[src/gzsf_pkg.sv]
// ----------------------------------------------------------------------------
// gzsf_pkg
// Shared types, constants and functions for the gzip stored block framer.
// ----------------------------------------------------------------------------
package gzsf_pkg;

  localparam logic [31:0] CRC_POLY   = 32'hEDB8_8320;
  localparam logic [31:0] CRC_INIT   = 32'hFFFF_FFFF;
  localparam logic [31:0] BLOCK_MAX  = 32'd65535;

  localparam logic [7:0]  GZ_ID1     = 8'h1F;
  localparam logic [7:0]  GZ_ID2     = 8'h8B;
  localparam logic [7:0]  GZ_CM      = 8'h08;
  localparam logic [7:0]  GZ_OS      = 8'h0B;

  // result slot positions within one request
  localparam logic [4:0]  SLOT_HDR   = 5'd0;
  localparam logic [4:0]  SLOT_HDR_L = 5'd9;
  localparam logic [4:0]  SLOT_BLK   = 5'd10;
  localparam logic [4:0]  SLOT_BLK_L = 5'd14;
  localparam logic [4:0]  SLOT_BYTE  = 5'd15;
  localparam logic [4:0]  SLOT_TRL   = 5'd16;
  localparam logic [4:0]  SLOT_TRL_L = 5'd23;

  typedef struct packed {
    logic        hdr;
    logic        blk;
    logic        blk_final;
    logic [15:0] blk_len;
    logic        byte_slot;
    logic [7:0]  byte_val;
    logic        err;
    logic        trl;
    logic [31:0] crc;
    logic [31:0] isize;
  } plan_t;

  function automatic logic [7:0] gz_lead(input logic [3:0] idx);
    logic [7:0] b;
    case (idx)
      4'd0:    b = GZ_ID1;
      4'd1:    b = GZ_ID2;
      4'd2:    b = GZ_CM;
      4'd9:    b = GZ_OS;
      default: b = 8'h00;
    endcase
    return b;
  endfunction

  function automatic logic [31:0] crc_fold(input logic [31:0] c_in, input logic [7:0] b);
    logic [31:0] c;
    c = c_in ^ {24'd0, b};
    for (int k = 0; k < 8; k++) begin
      c = c[0] ? (CRC_POLY ^ (c >> 1)) : (c >> 1);
    end
    return c;
  endfunction

endpackage

[src/gzsf_emit.sv]
// ----------------------------------------------------------------------------
// gzsf_emit
// Holds one request's plan and walks its result slots, one byte per cycle while
// the output is not stalled by result_ready, into a registered output stage.
// ----------------------------------------------------------------------------
module gzsf_emit (
  input  logic           clk,
  input  logic           rst,
  input  logic           plan_load,
  input  gzsf_pkg::plan_t plan_in,
  output logic           plan_free,
  output logic           result_valid,
  input  logic           result_ready,
  output logic [7:0]     out_byte,
  output logic           run_last,
  output logic           member_done,
  output logic           error_flag
);
  import gzsf_pkg::*;

  plan_t       plan;
  logic        plan_valid;
  logic [4:0]  pos;
  logic [4:0]  pos_next;
  logic [4:0]  pos_start;
  logic        last;
  logic        adv;
  logic [7:0]  cur_byte;
  logic [15:0] nlen;

  assign nlen = ~plan.blk_len;

  always_comb begin
    if (plan_in.hdr) begin
      pos_start = SLOT_HDR;
    end else if (plan_in.blk) begin
      pos_start = SLOT_BLK;
    end else if (plan_in.byte_slot) begin
      pos_start = SLOT_BYTE;
    end else begin
      pos_start = SLOT_TRL;
    end
  end

  always_comb begin
    pos_next = pos + 5'd1;
    last     = 1'b0;
    if (pos == SLOT_HDR_L) begin
      if (plan.blk) begin
        pos_next = SLOT_BLK;
      end else if (plan.byte_slot) begin
        pos_next = SLOT_BYTE;
      end else if (plan.trl) begin
        pos_next = SLOT_TRL;
      end else begin
        last = 1'b1;
      end
    end else if (pos == SLOT_BLK_L) begin
      if (plan.byte_slot) begin
        pos_next = SLOT_BYTE;
      end else if (plan.trl) begin
        pos_next = SLOT_TRL;
      end else begin
        last = 1'b1;
      end
    end else if (pos == SLOT_BYTE) begin
      last = !plan.trl;
    end else if (pos == SLOT_TRL_L) begin
      last = 1'b1;
    end
  end

  always_comb begin
    unique case (pos)
      5'd0, 5'd1, 5'd2, 5'd3, 5'd4,
      5'd5, 5'd6, 5'd7, 5'd8, 5'd9: cur_byte = gz_lead(pos[3:0]);
      5'd10:   cur_byte = {7'd0, plan.blk_final};
      5'd11:   cur_byte = plan.blk_len[7:0];
      5'd12:   cur_byte = plan.blk_len[15:8];
      5'd13:   cur_byte = nlen[7:0];
      5'd14:   cur_byte = nlen[15:8];
      5'd15:   cur_byte = plan.byte_val;
      5'd16:   cur_byte = plan.crc[7:0];
      5'd17:   cur_byte = plan.crc[15:8];
      5'd18:   cur_byte = plan.crc[23:16];
      5'd19:   cur_byte = plan.crc[31:24];
      5'd20:   cur_byte = plan.isize[7:0];
      5'd21:   cur_byte = plan.isize[15:8];
      5'd22:   cur_byte = plan.isize[23:16];
      5'd23:   cur_byte = plan.isize[31:24];
      default: cur_byte = 8'h00;
    endcase
  end

  assign adv       = plan_valid && (!result_valid || result_ready);
  assign plan_free = !plan_valid || (adv && last);

  always_ff @(posedge clk) begin
    if (rst) begin
      plan_valid <= 1'b0;
    end else if (plan_free) begin
      plan_valid <= plan_load;
    end
  end

  always_ff @(posedge clk) begin
    if (plan_free && plan_load) begin
      plan <= plan_in;
      pos  <= pos_start;
    end else if (adv) begin
      pos  <= pos_next;
    end
  end

  always_ff @(posedge clk) begin
    if (rst) begin
      result_valid <= 1'b0;
    end else if (adv) begin
      result_valid <= 1'b1;
    end else if (result_ready) begin
      result_valid <= 1'b0;
    end
  end

  always_ff @(posedge clk) begin
    if (adv) begin
      out_byte    <= cur_byte;
      run_last    <= last;
      member_done <= (pos == SLOT_TRL_L);
      error_flag  <= (pos == SLOT_BYTE) && plan.err;
    end
  end

`ifndef NO_ASSERTIONS
  a_done_is_last: assert property (@(posedge clk) disable iff (rst)
    result_valid && member_done |-> run_last)
    else $error("member end not marked as last result");

  a_err_alone: assert property (@(posedge clk) disable iff (rst)
    result_valid && error_flag |-> run_last && !member_done && (out_byte == 8'h00))
    else $error("error result malformed");

  a_pos_range: assert property (@(posedge clk) disable iff (rst)
    plan_valid |-> pos <= SLOT_TRL_L)
    else $error("slot position out of range");
`endif

endmodule

[src/gzip_stored_block_framer.sv]
// ----------------------------------------------------------------------------
// gzip_stored_block_framer
// Frames a byte stream as one gzip member of stored deflate blocks with CRC-32.
// A request is held in the emitter's plan register; its results leave through the output register.
// Throughput: a request yields 1 to 24 results, one per cycle while the output is not
// stalled; payload bytes inside a block stream at one per cycle under that condition.
// Reset: synchronous, clears stream_length, counters and all valids, and sets the CRC to CRC_INIT.
// ----------------------------------------------------------------------------
module gzip_stored_block_framer (
  input  logic        clk,
  input  logic        rst,
  input  logic        cfg_wr_en,
  input  logic [31:0] cfg_wr_data,
  input  logic        item_valid,
  output logic        item_ready,
  input  logic [7:0]  data_byte,
  input  logic        has_byte,
  output logic        result_valid,
  input  logic        result_ready,
  output logic [7:0]  out_byte,
  output logic        run_last,
  output logic        member_done,
  output logic        error_flag
);
  import gzsf_pkg::*;

  logic [31:0] stream_length;
  logic [31:0] crc_acc;
  logic [31:0] bytes_taken;
  logic [15:0] blk_left;
  logic        header_sent;

  logic [31:0] crc_acc_next;
  logic [31:0] bytes_taken_next;
  logic [15:0] blk_left_next;
  logic        header_sent_next;

  logic        accept;
  logic [31:0] remaining;
  logic [31:0] blk_n;
  logic [15:0] left_cur;
  logic [31:0] crc_new;
  logic [31:0] taken_new;
  logic [15:0] left_new;
  plan_t       plan;

  assign accept    = item_valid && item_ready;
  assign remaining = (stream_length > bytes_taken) ? (stream_length - bytes_taken) : 32'd0;
  assign blk_n     = (remaining < BLOCK_MAX) ? remaining : BLOCK_MAX;
  assign left_cur  = (blk_left == 16'd0) ? blk_n[15:0] : blk_left;
  assign left_new  = left_cur - 16'd1;
  assign crc_new   = crc_fold(crc_acc, data_byte);
  assign taken_new = bytes_taken + 32'd1;

  always_comb begin
    plan             = '0;
    crc_acc_next     = crc_acc;
    bytes_taken_next = bytes_taken;
    blk_left_next    = blk_left;
    header_sent_next = header_sent;
    if (!has_byte) begin
      if (!header_sent && (stream_length == 32'd0)) begin
        plan.hdr       = 1'b1;
        plan.blk       = 1'b1;
        plan.blk_final = 1'b1;
        plan.trl       = 1'b1;
      end else begin
        plan.byte_slot = 1'b1;
        plan.err       = 1'b1;
      end
    end else if ((blk_left == 16'd0) && (remaining == 32'd0)) begin
      plan.byte_slot = 1'b1;
      plan.err       = 1'b1;
    end else begin
      plan.hdr       = !header_sent;
      plan.blk       = (blk_left == 16'd0);
      plan.blk_final = (blk_n >= remaining);
      plan.blk_len   = blk_n[15:0];
      plan.byte_slot = 1'b1;
      plan.byte_val  = data_byte;
      plan.crc       = ~crc_new;
      plan.isize     = taken_new;
      plan.trl       = (left_new == 16'd0) && (taken_new >= stream_length);
      blk_left_next  = left_new;
      if (plan.trl) begin
        crc_acc_next     = CRC_INIT;
        bytes_taken_next = 32'd0;
        header_sent_next = 1'b0;
      end else begin
        crc_acc_next     = crc_new;
        bytes_taken_next = taken_new;
        header_sent_next = 1'b1;
      end
    end
  end

  always_ff @(posedge clk) begin
    if (rst) begin
      stream_length <= 32'd0;
    end else if (cfg_wr_en) begin
      stream_length <= cfg_wr_data;
    end
  end

  always_ff @(posedge clk) begin
    if (rst) begin
      crc_acc     <= CRC_INIT;
      bytes_taken <= 32'd0;
      blk_left    <= 16'd0;
      header_sent <= 1'b0;
    end else if (accept) begin
      crc_acc     <= crc_acc_next;
      bytes_taken <= bytes_taken_next;
      blk_left    <= blk_left_next;
      header_sent <= header_sent_next;
    end
  end

  gzsf_emit u_emit (
    .clk          (clk),
    .rst          (rst),
    .plan_load    (item_valid),
    .plan_in      (plan),
    .plan_free    (item_ready),
    .result_valid (result_valid),
    .result_ready (result_ready),
    .out_byte     (out_byte),
    .run_last     (run_last),
    .member_done  (member_done),
    .error_flag   (error_flag)
  );

`ifndef NO_ASSERTIONS
  a_state_holds: assert property (@(posedge clk) disable iff (rst)
    !accept |=> $stable(bytes_taken) && $stable(blk_left) && $stable(crc_acc))
    else $error("framer state changed without a request");

  a_idle_on_end: assert property (@(posedge clk) disable iff (rst)
    $fell(header_sent) |-> (bytes_taken == 32'd0) && (crc_acc == CRC_INIT))
    else $error("member end left stale state");

  a_block_within_member: assert property (@(posedge clk) disable iff (rst)
    !header_sent |-> (blk_left == 16'd0) && (bytes_taken == 32'd0))
    else $error("block open outside a member");
`endif

endmodule
[config.mk]
export PLATFORM = sky130hd
export DESIGN_NAME = gzip_stored_block_framer
export DESIGN_NICKNAME = d
export VERILOG_FILES = /design/src/gzsf_pkg.sv /design/src/gzsf_emit.sv /design/src/gzip_stored_block_framer.sv
export SDC_FILE = /design/constraint.sdc
export NUM_CORES = 1
export LEC_CHECK = 0
export BUFFER_PORTS_ARGS = -buffer_cell sky130_fd_sc_hd__buf_4
export CORE_MARGIN = 4
export CORE_UTILIZATION = 50
export DETAILED_ROUTE_END_ITERATION = 10
export HOLD_SLACK_MARGIN = 0.03
export PLACE_DENSITY = 0.64
export SLEW_MARGIN = 20
export SYNTH_ARGS = -nofsm -noshare
export SYNTH_HDL_FRONTEND = slang
export SYNTH_SLANG_ARGS = --single-unit
[constraint.sdc]
create_clock -name clk -period 7.55 [get_ports clk]
set_input_delay 1.1325 -clock clk [delete_from_list [all_inputs] [get_ports clk]]
set_output_delay 1.1325 -clock clk [all_outputs]
set_load 0.02 [all_outputs]
Yosys cells after proc, flatten, opt, wreduce, memory -nomap -nowiden

Index checks and enable logic that the tools add are counted.

$add $sub $neg: 4
$lt $le $gt $ge: 4
Equal/unequal tests: 26
Mux-type cells: 44
Bitwise logic cells: 13
Reductions and logical operators: 24

Operators with widths:

| kind                                                                            | number |
|---|---|
| 32-bit two-way mux                                                              | 12 |
| 8-bit one-hot mux with 15 select lines                                          | 1 |
| 13-bit inverter with 14-bit output                                              | 8 |
| 65-bit two-way mux                                                              | 1 |
| 32-bit >= comparator                                                            | 2 |
| 32-bit logical NOT                                                              | 2 |
| 5-bit two-way mux                                                               | 10 |
| 5-bit by 4-bit equality test with 1-bit output (second input constant)          | 8 |
| 5-bit equality test (second input constant)                                     | 8 |
| 32-bit by 1-bit adder with 32-bit output (second input constant)                | 1 |
| 32-bit > comparator                                                             | 1 |
| 16-bit logical NOT                                                              | 2 |
| 32-bit by 16-bit less-than comparator with 1-bit output (second input constant) | 1 |
| 32-bit inverter                                                                 | 1 |
| 8-bit one-hot mux with 4 select lines                                           | 1 |
| 32-bit subtractor                                                               | 1 |
| 32-bit by 8-bit XOR with 32-bit output                                          | 1 |
| 5-bit by 3-bit equality test with 1-bit output (second input constant)          | 4 |
| 19-bit two-way mux                                                              | 1 |
| 16-bit two-way mux                                                              | 1 |
| 16-bit inverter                                                                 | 1 |
| 16-bit by 1-bit subtractor with 16-bit output (second input constant)           | 1 |
| 1-bit two-way mux                                                               | 14 |
| 5-bit by 2-bit equality test with 1-bit output (second input constant)          | 2 |
| other kinds (17)                                                                | 30 |

Register bits: 224
Input port bits: 46
Output and inout bits: 13
Word-level logic and storage cells: 136

Logic depth before layout (Yosys ltp)

Gate-level depths: netlist of run 1.

Depth in word-level cells: 20
Gate-level depth with buffers: 29

Hierarchy

From an unflattened synthesis of run 1, not the netlist that was laid out.

Cells, all modules: 1562
Area, all modules: 14188.6 um^2

Modules (own cells, without submodules):

| module                   | times used | cells an instance | area each (um^2) | sequential area each (um^2) |
|---|---|---|---|---|
| gzip_stored_block_framer | 1          | 1246              | 9455.3           | 2262.2 |
| gzsf_emit                | 1          | 316               | 4733.3           | 3313.2 |

Least setup slack after synthesis of run 1

Ideal clock, no wire load.

Path type: flip-flop to flip-flop
Start point: reg u_emit.pos[0]
End point: reg bytes_taken[21]
Library setup time: 0.158 ns
Data arrival time: 5.962 ns
Setup slack: 1.430 ns
Cell stages (with the launch flop): 17
Period minus slack after synthesis: 6.120 ns
Cells stage by stage: edfxtp_1 inv_1 ha_1 nor2b_1 nand3_1 nand2_1 mux2i_1 o22ai_1 nand2_1 nand2_1 and2_1 clkbuf_1 inv_1 or2_2 clkbuf_1 nor4_2 a2111oi_0

Cells in the longest elaborated chain, start to end: 9
Elaborated cells between the ends (all ways): 12
Those cells by class: 4 x eq/ne; 4 x mux; 4 x reduce/logical

Ends and longest elaborated chain:

| item                                     | line                            | RTL |
|---|---|---|
| start, declared                          | gzsf_emit.sv:23                 | `logic [4:0] pos;` |
| start signal, assigned                   | gzsf_emit.sv:109                | `pos <= pos_start;` |
| start signal, assigned                   | gzsf_emit.sv:111                | `pos <= pos_next;` |
| 5-bit equality test                      | gzsf_emit.sv:68                 | `end else if (pos == SLOT_TRL_L) begin` |
| 1-bit two-way mux                        | gzsf_emit.sv:68                 |  |
| 1-bit two-way mux                        | gzsf_emit.sv:66                 | `end else if (pos == SLOT_BYTE) begin` |
| 1-bit two-way mux                        | gzsf_emit.sv:58                 | `end else if (pos == SLOT_BLK_L) begin` |
| 1-bit two-way mux (*)                    | gzsf_emit.sv:48                 | `if (pos == SLOT_HDR_L) begin` |
| via u_emit.last                          | gzsf_emit.sv:26                 | `logic last;` |
| 1-bit logical AND (*)                    | gzsf_emit.sv:96                 | `assign plan_free = !plan_valid \|\| (adv && last);` |
| 1-bit logical OR (*)                     | gzsf_emit.sv:96                 |  |
| via item_ready                           | gzip_stored_block_framer.sv:15  | `output logic item_ready,` |
| 1-bit logical AND (*)                    | gzip_stored_block_framer.sv:47  | `assign accept = item_valid && item_ready;` |
| via accept                               | gzip_stored_block_framer.sv:38  | `logic accept;` |
| 3-bit AND reduction (no source line) (*) | -                               |  |
| end signal, assigned                     | gzip_stored_block_framer.sv:113 | `bytes_taken <= bytes_taken_next;` |
| end, declared                            | gzip_stored_block_framer.sv:29  | `logic [31:0] bytes_taken;` |

Mark *: on every way through the listed nets, which the timed path passes. The rest lies on a longest branch.
A chain may end at the register's enable or synchronous reset.

Final worst setup path of run 1

Start point: reg stream_length[0]
End point: reg bytes_taken[2]

Cells in the longest elaborated chain, start to end: 9
Elaborated cells between the ends (all ways): 15
Those cells by class: 2 x add/sub; 3 x order compare; 4 x mux; 1 x bitwise; 5 x reduce/logical

Ends and longest elaborated chain:

| item                                                            | line                            | RTL |
|---|---|---|
| start, declared                                                 | gzip_stored_block_framer.sv:27  | `logic [31:0] stream_length;` |
| start signal, assigned                                          | gzip_stored_block_framer.sv:101 | `stream_length <= cfg_wr_data;` |
| 32-bit subtractor / 32-bit > comparator (equally long branches) | gzip_stored_block_framer.sv:48  | `assign remaining = (stream_length > bytes_taken) ? (stream_length - bytes_taken) : 32'd0;` |
| 32-bit two-way mux                                              | gzip_stored_block_framer.sv:48  |  |
| 32-bit by 16-bit less-than comparator with 1-bit output         | gzip_stored_block_framer.sv:49  | `assign blk_n = (remaining < BLOCK_MAX) ? remaining : BLOCK_MAX;` |
| 32-bit two-way mux                                              | gzip_stored_block_framer.sv:49  |  |
| 16-bit two-way mux                                              | gzip_stored_block_framer.sv:50  | `assign left_cur = (blk_left == 16'd0) ? blk_n[15:0] : blk_left;` |
| 16-bit by 1-bit subtractor with 16-bit output                   | gzip_stored_block_framer.sv:51  | `assign left_new = left_cur - 16'd1;` |
| 16-bit logical NOT                                              | gzip_stored_block_framer.sv:83  | `plan.trl = (left_new == 16'd0) && (taken_new >= stream_length);` |
| 1-bit logical AND                                               | gzip_stored_block_framer.sv:83  |  |
| 32-bit two-way mux                                              | gzip_stored_block_framer.sv:85  | `if (plan.trl) begin` |

Several ways; a longest one is shown, not always the timed one.

==> metrics.log, run 1 <==
[metrics] result of the run: finished, final reports clean
[metrics] sequential element share of the synthesized area: 38.7%
[metrics] remaining global-route overflow: 0
[metrics] pin count of the biggest net entering global routing: 83
[metrics] drt first-iter violations: 1248
[metrics] DP Wirelength: 32.5 mm
[metrics] number of distinct standard cells referenced by the synthesized netlist: 89
[metrics] final hold viol count: 0
[metrics] final worst clock skew: 0.0159 ns
[metrics] Avg Cell Area, Syn: 8.87 um2
[metrics] Leakage Power: 6.27 nW
[metrics] transition at the pin with the smallest max-transition slack: 1.09 ns
[metrics] post-cts sizing count: 0
[metrics] share of power burned in registers: 29.8%
[metrics] fraction of final layout cells sized beyond drive strength 1: 10.9%
[metrics] clock network latency to the later pin of the worst-skew pair: 0.53 ns
[metrics] final-stage net count: 1762
[metrics] fraction of power consumed by combinational cells: 47.6%
[metrics] total wire length after detailed routing: 43.2 mm
[metrics] DIE HEIGHT: 178 um
[metrics] Min-Delay Endpoint: blk_left[7]$_SDFFE_PP0P_
[metrics] utilization after layout: 57.2%
[metrics] first-pass GRT wire length: 66.4 mm
[metrics] Synthesized Nets: 1741
[metrics] end of the worst register-to-register path: bytes_taken[2]$_SDFFE_PP0P_
[metrics] CP Launch Type: register
[metrics] post-synthesis instance area: 14400 um2
[metrics] slack of the critical path: 0.860 ns
[metrics] CP Buf/Inv Count: 1
[metrics] final routed wire length divided by cell count: 21.2 um
[metrics] EDFF count, synth: 109
[metrics] Yosys warning total: 0
[metrics] antenna viol nets, final: 0
[metrics] number of diodes: 0
[metrics] number of instances on the worst hold path: 2
[metrics] gp weighted congestion: 0.972
[metrics] Post-CTS Hold Fix Bufs: 0
[metrics] fill cell count: 2572
[metrics] cell occurring most often along the worst timing path: nand4_1
[metrics] worst setup slack after placement: 0.905 ns
[metrics] detailed-router iteration count before antenna repair: 8
[metrics] peak clock frequency supported by timing: 0.149 GHz
[metrics] Top Ports: 59
[metrics] Clock Root Buffer: clkbuf_16
[metrics] H-tree depth: 1
[metrics] Core Rows: 61
[metrics] final critical-path share of the clock period: 88.6%
[metrics] number of global-route vias before repair: 11400
[metrics] switch share: 41.5%
[metrics] post-detailed-route via-to-cell ratio: 6.03
[metrics] Int Power: 0.00367 W
[metrics] critical path's slowest cell: or3_4
[metrics] CP peak stage delay: 0.74 ns
[metrics] count of unresolved DRC violations after routing: 0
[metrics] power density of the placed cells: 391 nW/um2
[metrics] Die X: 178 um
[metrics] Longest Clk Path Bufs: 3
[metrics] Die Footprint: 31600 um2
[metrics] post-CTS setup-driven buffer insertion count: 0
[metrics] setup total negative slack: 0 ns
[metrics] TritonCTS Sinks: 224
[metrics] relative contribution of the clock network to total power: 22.6%
[metrics] Seq cells post-synth: 224
[metrics] TritonCTS clock tree: built
[metrics] TritonCTS Buffers: 26
[metrics] vias after detailed routing: 12300
[metrics] count of max-cap constraint violations: 0
[metrics] worst relative slew slack: 26.9%
[metrics] area growth from synthesis to layout: 11.6%
[metrics] initial standard-cell utilization of the core: 51.2%
[metrics] class of the most critical hold timing path: register to register
[metrics] cell chain of the critical path: inv_1 -> ha_1 -> fa_1 -> nand2b_1 -> a21o_1 -> a22o_1 -> o31ai_1 -> a21oi_2 -> a21oi_2 -> and2_1 -> nor2_1 -> a31oi_2 -> ha_1 -> nand4_1 -> nor3_1 -> nor4b_1 -> o21ai_0 -> o211ai_1 -> nand4_1 -> a2111oi_2 -> nand4_1 -> or3_4 -> a32o_1
[metrics] internal reg-to-reg setup slack: 0.86 ns
[metrics] net switching power of the design: 0.00260 W
[metrics] total power consumption of the routed design: 0.00628 W
[metrics] number of antenna violations at the first check in global routing: 0
[metrics] Non-Filler Cell Area, Final: 16100 um2
[metrics] Worst Hold Launch: blk_left[7]$_SDFFE_PP0P_
[metrics] max-slew violations: 0
[metrics] dominant register cell in the synthesized netlist: dfxtp_1
[metrics] core area: 28100 um2
[metrics] CP arrival: 7.11 ns
[metrics] highest fanout seen on the critical path: 57
[metrics] worst setup path class: register to register
[metrics] shortest period the worst path allows: 6.69 ns
[metrics] unrepaired setup endpoints after global routing: no
[metrics] Overall Global Routing Usage: 27.0%
[metrics] peak supply drop: 0.225 mV
[metrics] Largest delay share family, worst path: compound AO/OA/AOI/OAI gates
[metrics] number of setup violations in the final report: 0
[metrics] CP required: 7.97 ns
[metrics] worst flop-to-flop path startpoint: stream_length[0]$_SDFFE_PP0P_
[metrics] Worst Reg-to-Reg Cells: 23
[metrics] Clk pin slew, worst setup/hold paths: 0.06 ns
[metrics] placed standard-cell area: 15100 um2
[metrics] Critical Path End Type: register
[metrics] post-synthesis instance total: 1622
[metrics] fraction of synthesis flops using an asynchronous set or reset pin: 0%
[metrics] I/O Buffers: 58
[metrics by stage]
| stage | hold slack, ns | cells |
|---|---|---|
| final | 0.489 | 2041 |
| after global placement | 0.460 | 1993 |
| after detailed placement | 0.467 | 1993 |
| after CTS | 0.490 | 2041 |
| after floorplan | 0.440 | 1622 |
| after global routing | 0.519 | 2041 |
[flip-flops by register name (all words and copies together), names as in the netlist]
signal	count
u_emit.plan	93
bytes_taken	32
crc_acc	32
stream_length	32
blk_left	16
u_emit.out_byte	8
u_emit.pos	5
header_sent	1
u_emit.error_flag	1
u_emit.member_done	1
u_emit.plan_valid	1
u_emit.result_valid	1
u_emit.run_last	1
[layout make-up]
class,instances,area (um2),area share [%]
inverters,115,432,2.69
clock buffers,30,687,4.28
clock inverters,18,290,1.81
flip-flops and latches,224,5580,34.7
multi-input cells,1201,8040,50.1
well taps,378,473,2.94
repair buffers,75,563,3.51
[per-layer routing]
layer / part of all wire, % / vias to the layer above / global-route usage [%]
li1: - / 5891 / -
met1: 47 / 5862 / 42.0
met4: 3.0 / 0 / 7.80
met2: 42 / 479 / 38.7
met3: 8.0 / 68 / 4.09
met5: 0 / - / 0
[synth_stat cells (23+ instances only)]
library cell,count,area [um2]
a21oi_1,94,470
nand4_1,25,156
xor2_1,23,201
nor3_1,89,445
ha_1,72,901
mux2i_1,39,390
nor2_1,213,800
inv_1,115,432
xnor2_1,114,998
nand3_1,37,185
clkbuf_1,56,210
edfxtp_1,109,3270
a22o_1,24,210
nand2_1,98,368
a21oi_2,26,228
dfxtp_1,115,2300
o21ai_0,45,225
[worst min-delay path: stages, from the launching register on]
cell and delay (ns):
dfxtp_1 0.33, nand2_1 0.06, a21oi_1 0.05
[how the worst max path moves through the flow]
stage | start | end | slack [ns] | cells past startpoint
after floorplan | u_emit.pos[0]$_DFFE_PP_ | bytes_taken[21]$_SDFFE_PP0P_ | 1.43 | 16
after global placement | stream_length[0]$_SDFFE_PP0P_ | bytes_taken[12]$_SDFFE_PP0P_ | 1.19 | 23
after detailed placement | stream_length[0]$_SDFFE_PP0P_ | bytes_taken[12]$_SDFFE_PP0P_ | 0.90 | 23
after CTS | stream_length[0]$_SDFFE_PP0P_ | bytes_taken[12]$_SDFFE_PP0P_ | 0.89 | 23
after global routing | stream_length[0]$_SDFFE_PP0P_ | bytes_taken[2]$_SDFFE_PP0P_ | 0.23 | 23
final | stream_length[0]$_SDFFE_PP0P_ | bytes_taken[2]$_SDFFE_PP0P_ | 0.86 | 23
[logic make-up after synthesis]
group,Yosys count,share of synthesized area (%)
compound gates,363,18.4
buf+inv,197,5.54
xor+xnor,137,8.34
simple gates,588,19.7
fa+ha+maj,73,6.40
mux,40,2.79
flops,224,38.7
[placed cells by master (no fill, tap or decap), drive strengths merged, types with 9 or more instances in the layout]
cell type / Yosys / layout
dfxtp: 115 / 115
inv: 115 / 117
xor2: 23 / 23
buf: 26 / 75
mux2i: 39 / 39
a31oi: 18 / 18
clkbuf: 56 / 30
and2: 17 / 17
nor4: 24 / 24
a22o: 24 / 24
nand2: 98 / 98
a221o: 10 / 10
nand4: 25 / 25
a211oi: 13 / 13
o21a: 9 / 9
and3: 15 / 15
nand3: 37 / 37
a221oi: 17 / 17
a21o: 17 / 17
edfxtp: 109 / 109
a21oi: 130 / 130
ha: 72 / 72
nand2b: 12 / 12
nor2b: 19 / 19
xnor2: 114 / 114
nor2: 213 / 213
o21ai: 54 / 54
nor3: 90 / 90
[power by group through the flow]
stage | registers, W | logic (W) | clock network, W
final | 0.00187 | 0.00299 | 0.00142
after global routing | 0.00190 | 0.00327 | 0.00149
after CTS | 0.00187 | 0.00295 | 0.00144
after detailed placement | 0.00189 | 0.00293 | 0
after global placement | 0.00189 | 0.00292 | 0
after floorplan | 0.00182 | 0.00220 | 0
(Power assumes the default switching activity.)
==> run 2, diff against run 1 <==
RECOVER_POWER = 25   (was default)
==> run 2 against run 1 <==
Effect of this change: the flow now finishes with violations (max-capacitance violations, max-slew violations); worst hold slack about the same; sequential power about the same; register-to-register slack worse by 0.02 ns.
==> metrics.log, run 2 (synthesis gave the netlist of run 1 again) <==
[metrics] initial standard-cell utilization of the core: 51.2%
[metrics] Top Ports: 59
[metrics] shortest period the worst path allows: 6.71 ns
[metrics] setup total negative slack: 0 ns
[metrics] Leakage Power: 6.22 nW
[metrics] final-stage net count: 1762
[metrics] max-slew violations: 118
[metrics] final hold viol count: 0
[metrics] highest fanout seen on the critical path: 57
[metrics] TritonCTS clock tree: built
[metrics] total power consumption of the routed design: 0.00626 W
[metrics] peak supply drop: 0.225 mV
[metrics] worst setup path class: register to register
[metrics] post-CTS setup-driven buffer insertion count: 0
[metrics] Overall Global Routing Usage: 27.0%
[metrics] Core Rows: 61
[metrics] highest-count cells in the layout ignoring fill and taps: nor2_1, inv_1, dfxtp_1, xnor2_1, edfxtp_1
[metrics] DP Wirelength: 32.5 mm
[metrics] remaining global-route overflow: 0
[metrics] pin count of the biggest net entering global routing: 83
[metrics] vias after detailed routing: 12300
[metrics] TritonCTS Sinks: 224
[metrics] slack of the critical path: 0.840 ns
[metrics] Clock Root Buffer: clkbuf_16
[metrics] Die Footprint: 31600 um2
[metrics] Critical Path End Type: register
[metrics] flip-flop count of the largest register after layout: 93
[metrics] Fin Hold WS: 0.489 ns
[metrics] most common library cell in the layout ignoring fill and taps: nor2_1
[metrics] clock network latency to the later pin of the worst-skew pair: 0.53 ns
[metrics] post-detailed-route via-to-cell ratio: 6.04
[metrics] TritonCTS Buffers: 26
[metrics] worst setup slack after placement: 0.905 ns
[metrics] core area: 28100 um2
[metrics] violated checks: max-capacitance violations, max-slew violations
[metrics] Post-CTS Hold Fix Bufs: 0
[metrics] detailed-router iteration count before antenna repair: 7
[metrics] largest register by flop count: u_emit.plan
[metrics] Longest Clk Path Bufs: 3
[metrics] gp weighted congestion: 0.972
[metrics] number of setup violations in the final report: 0
[metrics] worst relative slew slack: -146%
[metrics] final critical-path share of the clock period: 88.9%
[metrics] Die X: 178 um
[metrics] count of unresolved DRC violations after routing: 0
[metrics] fill cell count: 2584
[metrics] CP arrival: 7.13 ns
[metrics] area of the multi-input gates: 8040 um2
[metrics] peak clock frequency supported by timing: 0.149 GHz
[metrics] number of global-route vias before repair: 11400
[metrics] count of max-cap constraint violations: 2
[metrics] number of antenna violations at the first check in global routing: 0
[metrics] total wire length after detailed routing: 43.2 mm
[metrics] first-pass GRT wire length: 66.4 mm
[metrics] footprint of the flip-flops and latches: 5580 um2
[metrics] CP Launch Type: register
[metrics] H-tree depth: 1
[metrics] I/O Buffers: 58
[metrics] result of the run: finished, violations left
[metrics] post-cts sizing count: 0
[metrics] final routed wire length divided by cell count: 21.2 um
[metrics] antenna viol nets, final: 0
[metrics] DIE HEIGHT: 178 um
[metrics] CP required: 7.97 ns
[metrics] Clk pin slew, worst setup/hold paths: 0.06 ns
[metrics] final worst clock skew: 0.0158 ns
[metrics] power density of the placed cells: 391 nW/um2
[metrics] number of diodes: 0
[metrics] drt first-iter violations: 1349
[metrics] placed standard-cell area: 15100 um2
[metrics] Non-Filler Cell Area, Final: 16000 um2
[metrics] area growth from synthesis to layout: 11.2%
[metrics] fraction of final layout cells sized beyond drive strength 1: 10.0%
[metrics] transition at the pin with the smallest max-transition slack: 3.70 ns
[metrics] class of the most critical hold timing path: register to register
[metrics] unrepaired setup endpoints after global routing: no
## run 2: cell type report
| cell class | instances | area share (%) |
|---|---|---|
| multi-input combinational | 1201 | 50.2 |
| sequential | 224 | 34.8 |
| clock buffer | 30 | 4.29 |
| timing repair buffer | 75 | 3.19 |
| tap | 378 | 2.95 |
| inverter | 115 | 2.70 |
| clock inverter | 18 | 1.81 |
## run 2: final timing paths
kind,cells past startpoint,slack (ns),to,from
worst max-delay path,23,0.84,bytes_taken[2]$_SDFFE_PP0P_,stream_length[0]$_SDFFE_PP0P_
worst min-delay path,2,0.49,u_emit.result_valid$_SDFFE_PP0P_,u_emit.plan_valid$_SDFFE_PP0N_
worst max register to register,23,0.84,bytes_taken[2]$_SDFFE_PP0P_,stream_length[0]$_SDFFE_PP0P_
worst min register to register,2,0.49,u_emit.result_valid$_SDFFE_PP0P_,u_emit.plan_valid$_SDFFE_PP0N_
## run 2: report_power, final
part | total [W] | internal (W) | switching [W]
Sequential | 0.00187 | 0.00167 | 0.000202
Combinational | 0.00297 | 0.00109 | 0.00188
Clock | 0.00142 | 0.000898 | 0.000520
## run 2: critical path: stages, from the launching register on
cell	delay (ns)
dfxtp_1	0.39
inv_1	0.06
ha_1	0.22
fa_1	0.39
nand2b_1	0.18
a21o_1	0.19
a22o_1	0.26
o31ai_1	0.42
a21oi_2	0.14
a21oi_2	0.34
and2_1	0.43
nor2_1	0.09
a31oi_2	0.38
ha_1	0.24
nand4_1	0.09
nor3_1	0.24
nor4b_1	0.34
o21ai_0	0.16
o211ai_1	0.25
nand4_1	0.14
a2111oi_2	0.23
nand4_1	0.17
or3_4	0.74
a32o_1	0.39
## run 2: layer usage
layer / GRT usage [%] / share of wire [%]
met1: 42.0 / 47
met2: 38.7 / 42
met3: 4.09 / 8.4
met4: 7.80 / 3.0
met5: 0 / 0
## run 2: per-stage QoR
step           util, %  cells
2_1_floorplan        -   1622
3_3_place_gp      53.7   1993
3_5_place_dp      53.7   1993
4_1_cts           57.2   2041
5_1_grt           57.0   2041
6_report          57.0   2041
